===== config.mk =====
export PLATFORM = sky130hd
export DESIGN_NAME = rsn_mul
export DESIGN_NICKNAME = d
export VERILOG_FILES = /design/src/sv/rsn_mul.sv
export SDC_FILE = /design/constraint.sdc
export NUM_CORES = 2
export LEC_CHECK = 0
export CAP_MARGIN = 0
export CORE_MARGIN = 2
export CORE_UTILIZATION = 30
export DETAILED_ROUTE_END_ITERATION = 10
export DONT_BUFFER_PORTS = 1
export SETUP_SLACK_MARGIN = 0.02
export SLEW_MARGIN = 20
export SYNTH_ARGS = -nofsm -noshare
export SYNTH_HDL_FRONTEND = slang
export SYNTH_SLANG_ARGS = --single-unit
export TNS_END_PERCENT = 20

===== constraint.sdc =====
create_clock -name clk_i -period 33.1 [get_ports clk_i]
set_input_delay 8.275 -clock clk_i [delete_from_list [all_inputs] [get_ports clk_i]]
set_output_delay 8.275 -clock clk_i [all_outputs]
set_load 0.02 [all_outputs]

===== src/sv/rsn_mul.sv =====
module rsn_mul #(
  parameter int AW = 32,
  parameter int BW = 32
) (
  input  logic             clk_i,
  input  logic [AW-1:0]    a_i,
  input  logic [BW-1:0]    b_i,
  output logic [AW+BW-1:0] p_o
);

  localparam int PW = AW + BW;
  localparam int AL = (AW + 1) / 2;
  localparam int AH = AW - AL;
  localparam int BL = (BW + 1) / 2;
  localparam int BH = BW - BL;

  logic [AW-1:0]      a_mag;
  logic [BW-1:0]      b_mag;
  logic [AH+BH-1:0]   hh_q;
  logic [AH+BL-1:0]   hl_q;
  logic [AL+BH-1:0]   lh_q;
  logic [AL+BL-1:0]   ll_q;
  logic               neg1_q;
  logic               neg2_q;
  logic [PW-1:0]      sum_q;
  logic [PW-1:0]      p_q;

  // magnitudes of the signed operands
  always_comb begin
    a_mag = a_i[AW-1] ? (~a_i + AW'(1)) : a_i;
    b_mag = b_i[BW-1] ? (~b_i + BW'(1)) : b_i;
  end

  // partial products, then their sum, then the sign
  always_ff @(posedge clk_i) begin
    hh_q   <= a_mag[AW-1:AL] * b_mag[BW-1:BL];
    hl_q   <= a_mag[AW-1:AL] * b_mag[BL-1:0];
    lh_q   <= a_mag[AL-1:0] * b_mag[BW-1:BL];
    ll_q   <= a_mag[AL-1:0] * b_mag[BL-1:0];
    neg1_q <= a_i[AW-1] ^ b_i[BW-1];
    sum_q  <= (PW'(hh_q) << (AL + BL)) + (PW'(hl_q) << AL)
            + (PW'(lh_q) << BL) + PW'(ll_q);
    neg2_q <= neg1_q;
    p_q    <= neg2_q ? (~sum_q + PW'(1)) : sum_q;
  end

  assign p_o = p_q;

endmodule


==> After elaboration in Yosys (flattened, before gate mapping) <==
Index checks and enable logic that the tools add are counted.
{ "classes": {"addsub": 6, "mul": 4, "n_div": 0, "magnitude_cmp": 0, "n_eq_ne": 0, "n_shift": 0, "muxes": 3, "bitwise": 4, "n_reduce_logical": 0} }
{ "ops": {"columns": ["cell", "n"], "rows": [
  ["64-bit by 48-bit adder with 64-bit output", 2],
  ["16-bit by 16-bit multiplier with 32-bit output", 4],
  ["32-bit by 1-bit adder with 32-bit output, second input constant", 2],
  ["64-bit by 1-bit adder with 64-bit output, second input constant", 1],
  ["64-bit by 32-bit adder with 64-bit output", 1],
  ["32-bit 2-to-1 mux", 2],
  ["64-bit 2-to-1 mux", 1],
  ["32-bit NOT", 2],
  ["64-bit NOT", 1],
  ["1-bit XOR", 1]
]} }
{ "totals": {"ff_bits": 258, "latchBits": 0, "mem_bits_rw": 0, "romBits": 0, "output_inout_bits": 64, "wordCells": 25, "n_memories": 0} }

==> Depth between registers and ports, before layout <==
{ "logic_depth": {"word_depth": 4, "ltp_mapped": 33, "mapped_depth_nobuf": 30} }

==> Worst setup path before layout <==
No wires, ideal clock.
{ "synth_path": {"path_kind": "input to register", "from": "input port a_i[0]", "to": "register hl_q[31]", "setup_ps": 129, "t_arrival_ps": 16208, "required_time_ps": 32971, "setup_slack_ps": 16762, "cell_stages": 31, "path_buffers": 3, "path_cell_list": "clkbuf_1 -> clkinv_1 -> clkbuf_1 -> ha_1 -> or3b_2 -> nor2_1 -> nand2_1 -> o21a_1 -> a21oi_1 -> nand2_1 -> xor2_1 -> clkbuf_1 -> nand2_1 -> fa_1 -> fa_1 -> fa_1 -> inv_1 -> fa_1 -> fa_1 -> inv_1 -> fa_1 -> inv_1 -> ha_1 -> a21o_1 -> a21oi_1 -> o21ai_0 -> a2111oi_0 -> o31ai_1 -> a22o_1 -> o41ai_1 -> xnor2_1"} }
{ "synth_between": {"elab_chain_len": 4} }
{ "synth_rtl": {"columns": ["item", "line", "text"], "rows": [
  ["from (decl)", "6", "input logic [AW-1:0] a_i,"],
  ["32-bit NOT", "30", "a_mag = a_i[AW-1] ? (~a_i + AW'(1)) : a_i;"],
  ["32-bit by 1-bit adder with 32-bit output", "30", null],
  ["32-bit 2-to-1 mux", "30", null],
  ["16-bit by 16-bit multiplier with 32-bit output", "37", "hl_q <= a_mag[AW-1:AL] * b_mag[BL-1:0];"],
  ["to (signal assigned)", "37", null],
  ["to (decl)", "20", "logic [AH+BL-1:0] hl_q;"]
]} }
Every way passes these cells.

==> Worst setup path in the final report <==
{ "layout_path": {"from": "input port b_i[7]", "to": "register lh_q[30]"} }
{ "layout_between": {"elab_chain_len": 4} }
{ "layout_rtl": {"columns": ["item", "line", "text"], "rows": [
  ["from (decl)", "7", "input logic [BW-1:0] b_i,"],
  ["32-bit NOT", "31", "b_mag = b_i[BW-1] ? (~b_i + BW'(1)) : b_i;"],
  ["32-bit by 1-bit adder with 32-bit output", "31", null],
  ["32-bit 2-to-1 mux", "31", null],
  ["16-bit by 16-bit multiplier with 32-bit output", "38", "lh_q <= a_mag[AL-1:0] * b_mag[BW-1:BL];"],
  ["to (signal assigned)", "38", null],
  ["to (decl)", "21", "logic [AL+BH-1:0] lh_q;"]
]} }
Every way passes these cells.

==> results.ini <==
[drt]
vias_per_cell = 4.96
vias = 33900
routedWlPerCell_um = 20.9
drt_iter0_markers = 2636
drc = 0
dr.pass1.iters = 5
drt_wl_total_um = 143000
ant_nets = 0

[hold_path]
hold_depth = 0
worst_hold_path_type = reg -> reg

[worst_setup_path]
startpoint_type = primary input
path_max_fanout = 15
crit_type = in -> reg
cp_data_arrival_time_ns = 17.42
cp-end-kind = flip-flop
r2r_cells = 14
cp.required_ns = 33.52

[cts]
ctsResizeCount = 0
cts-root-buf = clkbuf_16
cts_hold_buffers = 0
cts_setup_buffers = 0
cts.sinks = 258
clkLatencyLatePin_ns = 0.55
cts-buffers-inserted = 34
clk_pin_slew_ns = 0.06
tritoncts = done
htreeDepth = 2
clockBufferDepth = 3

[job]
drv.max_cap_violation_count = 0

[floorplan]
die_h_um = 386
core_um2 = 144000
initial_utilization_pct = 30.3
die_w_um = 386
die_area_um2 = 149000
core.rowCount = 139
io_pins = 129

[timing]
finalCritPeriodShare_pct = 51.4
fmax_mhz = 58.8
slew_violations = 0
tightest_slew_ns = 1.18
skew_ns = 0.0209
min_period_ns = 17.00
slew_headroom_pct = 20.9
finalSetupTns_ns = 0
setup_viol = 0
rsz0062_at_grt = no
final_hold_viol_count = 0

[synthesis]
synth-edff-count = 0
synthTopCellsByCount = inv_1, fa_1, nand2_1
synth_top_area_share_pct = 37.1
yosysMostFrequentCell = inv_1
synthArstFlopShare_pct = 0
yosysSeqAreaShare_pct = 11.8
synth.distinct_cells = 77
syn-cell-area_um2 = 43700
synthTopCellsByArea = fa_1, ha_1, dfxtp_1
yosysTopAreaCell = fa_1
yosys_warnings = 0
synthCells = 4946
synth_ff_type = dfxtp_1
ys_seq_elements = 258
syn_area_per_cell_um2 = 8.83
synthesis.nets = 6271

[global_routing]
grt_max_degree = 60
grt_pass1_vias = 35100
met2_usage_pct = 29.0
gr-usage-all-layers_pct = 19.3
grtUsageMet3_pct = 5.03
grt-busiest-layer = met2
grt_overflow = 0
grt_use_met1_pct = 27.0
grt_pass1_wl_um = 217000
antenna_found_initial = 9

[placement]
port_buffers = 0
place_congestion = 0.931
dpl.hpwl_um = 115000

[final_layout]
drive_gt1_share_pct = 5.17
fin_nets = 6229
syn2layout_area_growth_pct = 9.81

[outcome]
status = completed

[critical path: stages]
cell	delay [ns]
or4_1	0.57
nor3_1	0.28
nand3b_1	0.52
nand2b_1	0.37
o31a_1	0.35
xnor2_2	0.80
buf_4	0.40
nor2_1	0.10
fa_1	0.49
inv_1	0.05
fa_1	0.46
fa_1	0.51
fa_1	0.54
inv_1	0.05
fa_1	0.47
inv_1	0.05
fa_1	0.47
inv_1	0.04
ha_1	0.33
a21o_1	0.19
a21oi_1	0.21
o21ai_0	0.17
a2111oi_0	0.86
nor2_1	0.19
a41oi_1	0.35
a221oi_1	0.16
xor2_1	0.16
[stage by stage]
stage                     setup WS [ns]  hold WS, ns  utilization, %  instances  instance area (um^2)
after floorplan                   16.76        0.310               -       4946                 43700
after global routing              15.59        0.332            33.3       6832                 47900
final                             16.10        0.323            33.3       6834                 47900
after detailed placement          15.72        0.313            32.5       6771                 46800
after global placement            15.47        0.311            32.5       6771                 46800
after CTS                         16.28        0.323            33.3       6831                 47900
[final timing paths]
kind                             to             from  slack, ns
hold / removal     sum_q[9]$_DFF_P_  ll_q[9]$_DFF_P_       0.32
hold reg to reg    sum_q[9]$_DFF_P_  ll_q[9]$_DFF_P_       0.32
setup / recovery   lh_q[30]$_DFF_P_           b_i[7]      16.10
setup reg to reg  sum_q[63]$_DFF_P_  hl_q[1]$_DFF_P_      28.82
[cell type report]
cell class	instances	area (um^2)
inverter	939	3520
timing repair buffer	109	818
sequential	258	5170
antenna	3	7.51
tap	1903	2380
clock buffer	41	928
clock inverter	19	181
multi-input combinational	3562	34900
fill	15000	96100
[cell usage in the layout, fill, tap and decap left out, types with 11 or more instances in the layout]
| cell type | instances |
|---|---|
| fa_1 | 809 |
| xor2_2 | 15 |
| nor3_1 | 33 |
| nand3_1 | 34 |
| nor4_1 | 16 |
| nand2b_1 | 30 |
| xor2_1 | 95 |
| nand4_1 | 14 |
| o31ai_1 | 39 |
| xnor2_1 | 171 |
| a211oi_1 | 20 |
| clkbuf_16 | 35 |
| a21oi_1 | 125 |
| o21a_1 | 17 |
| a21o_1 | 89 |
| buf_4 | 109 |
| o21ai_0 | 93 |
| xnor2_4 | 17 |
| nand2_1 | 654 |
| or4_1 | 22 |
| nor2_1 | 554 |
| xnor2_2 | 21 |
| or3_1 | 19 |
| o21bai_1 | 18 |
| o41ai_1 | 16 |
| inv_1 | 938 |
| or2_2 | 18 |
| dfxtp_1 | 257 |
| a31oi_1 | 15 |
| and3_1 | 17 |
| and2_1 | 11 |
| ha_1 | 451 |
[routing by layer]
| layer | up-vias | share of wire, % |
|---|---|---|
| met5 | - | 0.024 |
| met2 | 1569 | 42 |
| li1 | 15200 | - |
| met3 | 282 | 10 |
| met4 | 6 | 3.6 |
| met1 | 16900 | 44 |
[sequential cells by signal, summed over array words and instances, names as in the netlist]
signal and flops:
ll_q 32, sum_q 64, neg1_q 1, hl_q 32, p_o 64, hh_q 32, neg2_q 1, lh_q 32
[cell families after synthesis]
group,synth area share (%)
compound gates,8.07
mux,0.0229
simple gates,13.9
flops,11.8
fa+ha+maj,50.0
xor+xnor,6.50
buf+inv,9.69
Power is not shown: default switching activity piles up to over one toggle a cycle in this logic, so the estimate is an artifact.
