[src/sv/rsn_pkg.sv]
package rsn_pkg;

  // coordinate and intermediate widths
  localparam int CRD_W   = 32;
  localparam int RAD_W   = CRD_W - 1;
  localparam int OFS_W   = CRD_W + 1;      // origin minus center
  localparam int A_W     = 2 * CRD_W;      // d.d, unsigned
  localparam int H_W     = 2 * CRD_W + 2;  // d.w, signed
  localparam int C_W     = 2 * CRD_W + 3;  // w.w - r*r, signed
  localparam int E_W     = 4 * CRD_W + 4;  // quarter discriminant, signed
  localparam int S_W     = 2 * CRD_W + 2;  // integer square root
  localparam int SR_W    = S_W + 2;        // square root partial remainder
  localparam int N_W     = 2 * CRD_W + 4;  // -(h + sqrt(e)), signed
  localparam int P_W     = N_W + CRD_W;    // numerator times direction, signed
  localparam int Q_W     = P_W - 1;        // quotient magnitude
  localparam int MUL_LAT = 3;              // multiplier pipeline depth

  typedef enum logic [1:0] {
    ST_HIT      = 2'd0,
    ST_MISS     = 2'd1,
    ST_ZERO_DIR = 2'd2,
    ST_SAT      = 2'd3
  } status_e;

  typedef struct packed {
    logic signed [CRD_W-1:0] origin_x;
    logic signed [CRD_W-1:0] origin_y;
    logic signed [CRD_W-1:0] origin_z;
    logic signed [CRD_W-1:0] dir_x;
    logic signed [CRD_W-1:0] dir_y;
    logic signed [CRD_W-1:0] dir_z;
    logic signed [CRD_W-1:0] center_x;
    logic signed [CRD_W-1:0] center_y;
    logic signed [CRD_W-1:0] center_z;
    logic [RAD_W-1:0]        radius;
  } req_t;

  typedef struct packed {
    logic signed [CRD_W-1:0] hit_x;
    logic signed [CRD_W-1:0] hit_y;
    logic signed [CRD_W-1:0] hit_z;
    status_e                 status;
  } res_t;

  // values that ride along the pipeline next to the arithmetic
  typedef struct packed {
    logic [2:0][CRD_W-1:0] org;
    logic [2:0][CRD_W-1:0] dir;
    logic [A_W-1:0]        a;
    logic [H_W-1:0]        h;
    logic                  zero;
    logic                  miss;
  } side_t;

  typedef struct packed {
    logic [SR_W-1:0] rem;
    logic [S_W-1:0]  root;
    logic [E_W-1:0]  rad;
  } sqrt_t;

  // one divide lane: dividend shifts out the top while quotient bits shift in
  typedef struct packed {
    logic           neg;
    logic [Q_W-1:0] nq;
    logic [A_W-1:0] rem;
  } lane_t;

  typedef lane_t [2:0] lanes_t;

endpackage

[src/sv/rsn_sqrt_cell.sv]
module rsn_sqrt_cell (
  input  logic          clk_i,
  input  logic          rst_ni,
  input  logic          valid_i,
  input  rsn_pkg::side_t side_i,
  input  rsn_pkg::sqrt_t sq_i,
  output logic          valid_o,
  output rsn_pkg::side_t side_o,
  output rsn_pkg::sqrt_t sq_o
);

  import rsn_pkg::*;

  logic [SR_W-1:0] rs;
  logic [SR_W-1:0] trial;
  logic            ge;
  sqrt_t           sq_d;
  logic            valid_q;
  side_t           side_q;
  sqrt_t           sq_q;

  // one root bit: bring down two radicand bits and try 4*root+1
  always_comb begin
    rs        = {sq_i.rem[SR_W-3:0], sq_i.rad[E_W-1 -: 2]};
    trial     = {sq_i.root, 2'b01};
    ge        = (rs >= trial);
    sq_d.rem  = ge ? (rs - trial) : rs;
    sq_d.root = {sq_i.root[S_W-2:0], ge};
    sq_d.rad  = {sq_i.rad[E_W-3:0], 2'b00};
  end

  always_ff @(posedge clk_i or negedge rst_ni) begin
    if (!rst_ni) begin
      valid_q <= 1'b0;
    end else begin
      valid_q <= valid_i;
    end
  end

  always_ff @(posedge clk_i) begin
    side_q <= side_i;
    sq_q   <= sq_d;
  end

  assign valid_o = valid_q;
  assign side_o  = side_q;
  assign sq_o    = sq_q;

endmodule

[config.mk]
export PLATFORM = sky130hd
export DESIGN_NAME = rsn_sqrt_cell
export DESIGN_NICKNAME = d
export VERILOG_FILES = /design/src/sv/rsn_pkg.sv /design/src/sv/rsn_sqrt_cell.sv
export SDC_FILE = /design/constraint.sdc
export NUM_CORES = 1
export LEC_CHECK = 0
export ABC_CLOCK_PERIOD_IN_PS = 800
export BUFFER_PORTS_ARGS = -buffer_cell sky130_fd_sc_hd__buf_2
export CORE_AREA = 2 2 464 466
export DETAILED_ROUTE_END_ITERATION = 8
export DIE_AREA = 0 0 466 468
export PLACE_DENSITY = 0.35
export SYNTH_ARGS = -nofsm -noshare
export SYNTH_HDL_FRONTEND = slang
export SYNTH_SLANG_ARGS = --single-unit
[constraint.sdc]
create_clock -name clk_i -period 0.8 [get_ports clk_i]
set_input_delay 0.24 -clock clk_i [delete_from_list [all_inputs] [get_ports clk_i]]
set_output_delay 0.24 -clock clk_i [all_outputs]
set_load 0.005 [all_outputs]
After elaboration in Yosys (flattened, before gate mapping):

Index checks and enable logic that the tools add are counted.

* register bits: 589
* word-level logic and storage cells: 17

* $lt $le $gt $ge: 1
* mux-type cells: 1
* add/subtract/negate cells: 1

Operators with widths (number)
* 68-bit >= comparator: 1
* 68-bit 2-to-1 mux: 1
* 68-bit subtractor: 1

Depth between registers and ports, before layout:

* word-level depth: 2
* gate-level depth with buffers: 15
* depth with buffers taken out: 12

Worst setup path before layout:

OpenSTA, ideal clock, no wires.

* path type: input-to-reg
* from: input sq_i[183] in the netlist's numbering
* to: register sq_q, in the netlist sq_o[202]
* setup time: 0.121 ns
* slack: -1.926 ns
* stages on the path: 14
* arrival: 2.605 ns
* buffers on the path: 3
* required time: 0.679 ns
* cells stage by stage: inv_1 -> ha_1 -> clkbuf_1 -> a21oi_1 -> o21ai_1 -> a211oi_1 -> o21ai_1 -> a21oi_1 -> or3b_4 -> nor4b_4 -> or2_1 -> buf_6 -> buf_8 -> mux2_2

RTL lines
* from (decl): line rsn_sqrt_cell.sv:6 `input rsn_pkg::sqrt_t sq_i,`
* to (signal assigned): line rsn_sqrt_cell.sv:42 `sq_q <= sq_d;`
* to (decl): line rsn_sqrt_cell.sv:20 `sqrt_t sq_q;`

==> impl_metrics.tcl <==
set metrics [dict create \
    status "complete, but fails checks" \
    violations "hold timing, setup timing" \
    required_ns 1.38 \
    finalSetupViolations 658 \
    slowest_stage "o31ai_4" \
    row_count 170 \
    placed_area_um2 29700 \
    final_cells 6570 \
    grt_pass1_wl_um 202000 \
    drv_cap 0 \
    cts_tree "yes" \
    max_freq_ghz 0.450 \
    dr_wl_met3_um 13600 \
    grt_max_degree 15 \
    ys_top_cells_by_area "dfxtp_1, ha_1, a21oi_1" \
    yosys.area.top_type "dfxtp_1" \
    grt_pass1_vias 21223 \
    num_vias 20170 \
    drtPass1Iterations 4 \
    internal_power_mw 65.1 \
    p_seq_frac 0.361 \
    crit_family "compound AO/OA/AOI/OAI gates" \
    cts.sinks 589 \
    synth_top_family_by_area "compound AO/OA/AOI/OAI gates" \
    core_um2 213000 \
    synth_most_common_cell "dfxtp_1" \
    routed_wl_um 161000 \
    startpoint_type "input pin" \
    path_cells "buf_6 > inv_4 > ha_4 > a21oi_4 > buf_6 > o221ai_4 > buf_6 > a41oi_4 > o31ai_4 > buf_4 > a31oi_4 > buf_6 > a21oi_4 > o31ai_4 > mux2i_2 > nor3_2" \
    wl_met2_um 81400 \
    ctsLongestPathBuffers 3 \
    period_needed_ns 2.22 \
    synth_seq_cells 589 \
    ys_warn_count 0 \
    portBuffers 1179 \
    slowest_delay_ns 0.40 \
    dp_hpwl_um 136000 \
    layout_setup_ws_ns -1.42 \
    start_util 0.0807 \
    comb_power_share 0.227 \
    worstPathArrival_ns 2.80 \
    ys_seq_area_frac 0.685 \
    wl_met1_um 58900 \
    first_iter_violations 724 \
    num_io_pins 1184 \
    multiInputGateArea_um2 6680 \
    drt-vias-per-instance 3.07 \
    power.density_nw_per_um2 2080 \
    avgSynthCellArea_um2 12.0 \
    n_fill_cell 23301 \
    die-area_um2 218000 \
    fin_hold_ws_ns -0.123 \
    yosysTopAreaCellShare 0.684 \
    muxShareOfSynthArea 0.00712 \
    rsz0062_at_grt "true" \
    synthXorXnorAreaFrac 0.0331 \
    layout-drive-gt1-share 0.658 \
    synthCells 1435 \
    synth_edf_count 0 \
    numPlacedInstances 5763 \
    drv_slew 0 \
    dieWidth_um 466 \
    htreeDepth 3 \
    numCtsBuffers 78 \
    antenna_found_initial 121 \
    die_y_um 468 \
    ant_nets 0 \
    p_sw_frac 0.282 \
    synth-compound-area-share 0.119 \
    clock-root-buffer "clkbuf_16" \
    period_share 2.78 \
    top_layer "met5" \
    ys_top_cells_by_count "dfxtp_1, a21oi_1, nor2_1" \
    area_growth_pct 153 \
    criticalPathCategory "input pin to flop" \
    synthDistinctLibCells 80 \
    grtUsageTotal 0.140 \
    drc 0 \
    synthFlopType "dfxtp_1" \
    switchingPower_mw 25.5 \
    p_leak_nw 19.0 \
    path_buf_inv 6 \
    wl_per_cell_um 24.4 \
    register_area_um2 12300 \
    utilization 0.204 \
    p_clk_frac 0.411 \
    hold_path.class "input pin to flop" \
    crit_path_frequent_cell "buf_6" \
    peakVddDrop_mv 1.64 \
    endpoint_kind "flop" \
    routabilityCongestion 0.836 \
    fin_nets 4307 \
    syn_area_um2 17200 \
    overflow 0 \
    async_flop_share 0.00170 \
    synth-simple-area-share 0.0682 \
    synth-adder-area-share 0.0494 \
    design_area_um2 43500 \
    crit_fanout 4 \
    hold_viol_final 1 \
    clk_pin_slew_ns 0.06 \
]
cell usage in the layout (no fill, tap or decap), types with 56 or more instances in the layout:
master,n
buf_4,369
clkbuf_16,83
buf_6,373
a21oi_2,82
inv_1,65
a21oi_1,56
dlygate4sd3_1,588
dfxtp_1,193
dfxtp_2,386
buf_2,783
worst paths after layout:
check                           from        end  slack (ns)  cells past startpoint
max                        sq_i[134]  sq_o[252]       -1.42                     16
min                        sq_i[131]  sq_o[199]       -0.12                      3
max in group asynchronous     rst_ni    valid_o        0.59                      2
min in group asynchronous     rst_ni    valid_o        0.07                      2
power groups by stage:
stage	Sequential [mW]	Combinational, mW	Clock, mW
floorplan	32.8	4.52	0
global route	32.9	22.1	39.9
global placement	32.7	14.2	0
finish	32.7	20.6	37.3
CTS	32.6	20.5	38.9
detailed placement	32.7	14.2	0
what timing repair did:
item | in CTS | in global routing
gates cloned | 8 | 2
buffers inserted | 39 | 8
hold endpoints to repair | 589 | 2
resized for setup | 1165 | 257
setup endpoints to repair | 658 | 659
pin swaps | 67 | 24
hold buffers | 588 | 1
flip-flops by register name, indices dropped and copies added, names as in the netlist:
name,count
side_o,324
sq_o,264
valid_o,1
cell type report:
| class | instances | area share |
|---|---|---|
| Sequential cell | 589 | 0.283 |
| Tap cell | 2838 | 0.0816 |
| Multi-Input combinational cell | 716 | 0.153 |
| Antenna cell | 28 | 0.00161 |
| Clock inverter | 32 | 0.0103 |
| Timing Repair Buffer | 2170 | 0.410 |
| Clock buffer | 106 | 0.0515 |
| Inverter | 91 | 0.00848 |
routing by layer:
| metal | up-vias | track usage |
|---|---|---|
| li1 | 9320 | - |
| met1 | 9575 | 0.148 |
| met2 | 956 | 0.255 |
| met3 | 305 | 0.0526 |
| met4 | 14 | 0.0453 |
| met5 | - | 0 |
logic make-up after synthesis:
logic type	after synthesis
compound gates	326
xor+xnor	65
fa+ha+maj	68
buf+inv	131
flops	589
mux	11
other cells	1
simple gates	244
through the flow:
stage	TNS, ns	setup WS [ns]	power [mW]
6_report	-426.12	-1.42	90.6
3_3_place_gp	-164.56	-2.49	46.9
4_1_cts	-480.10	-1.34	92.1
5_1_grt	-481.68	-1.47	94.8
3_5_place_dp	-167.39	-2.52	46.8
2_1_floorplan	-115.35	-1.80	37.3
(Power assumes the default switching activity.)
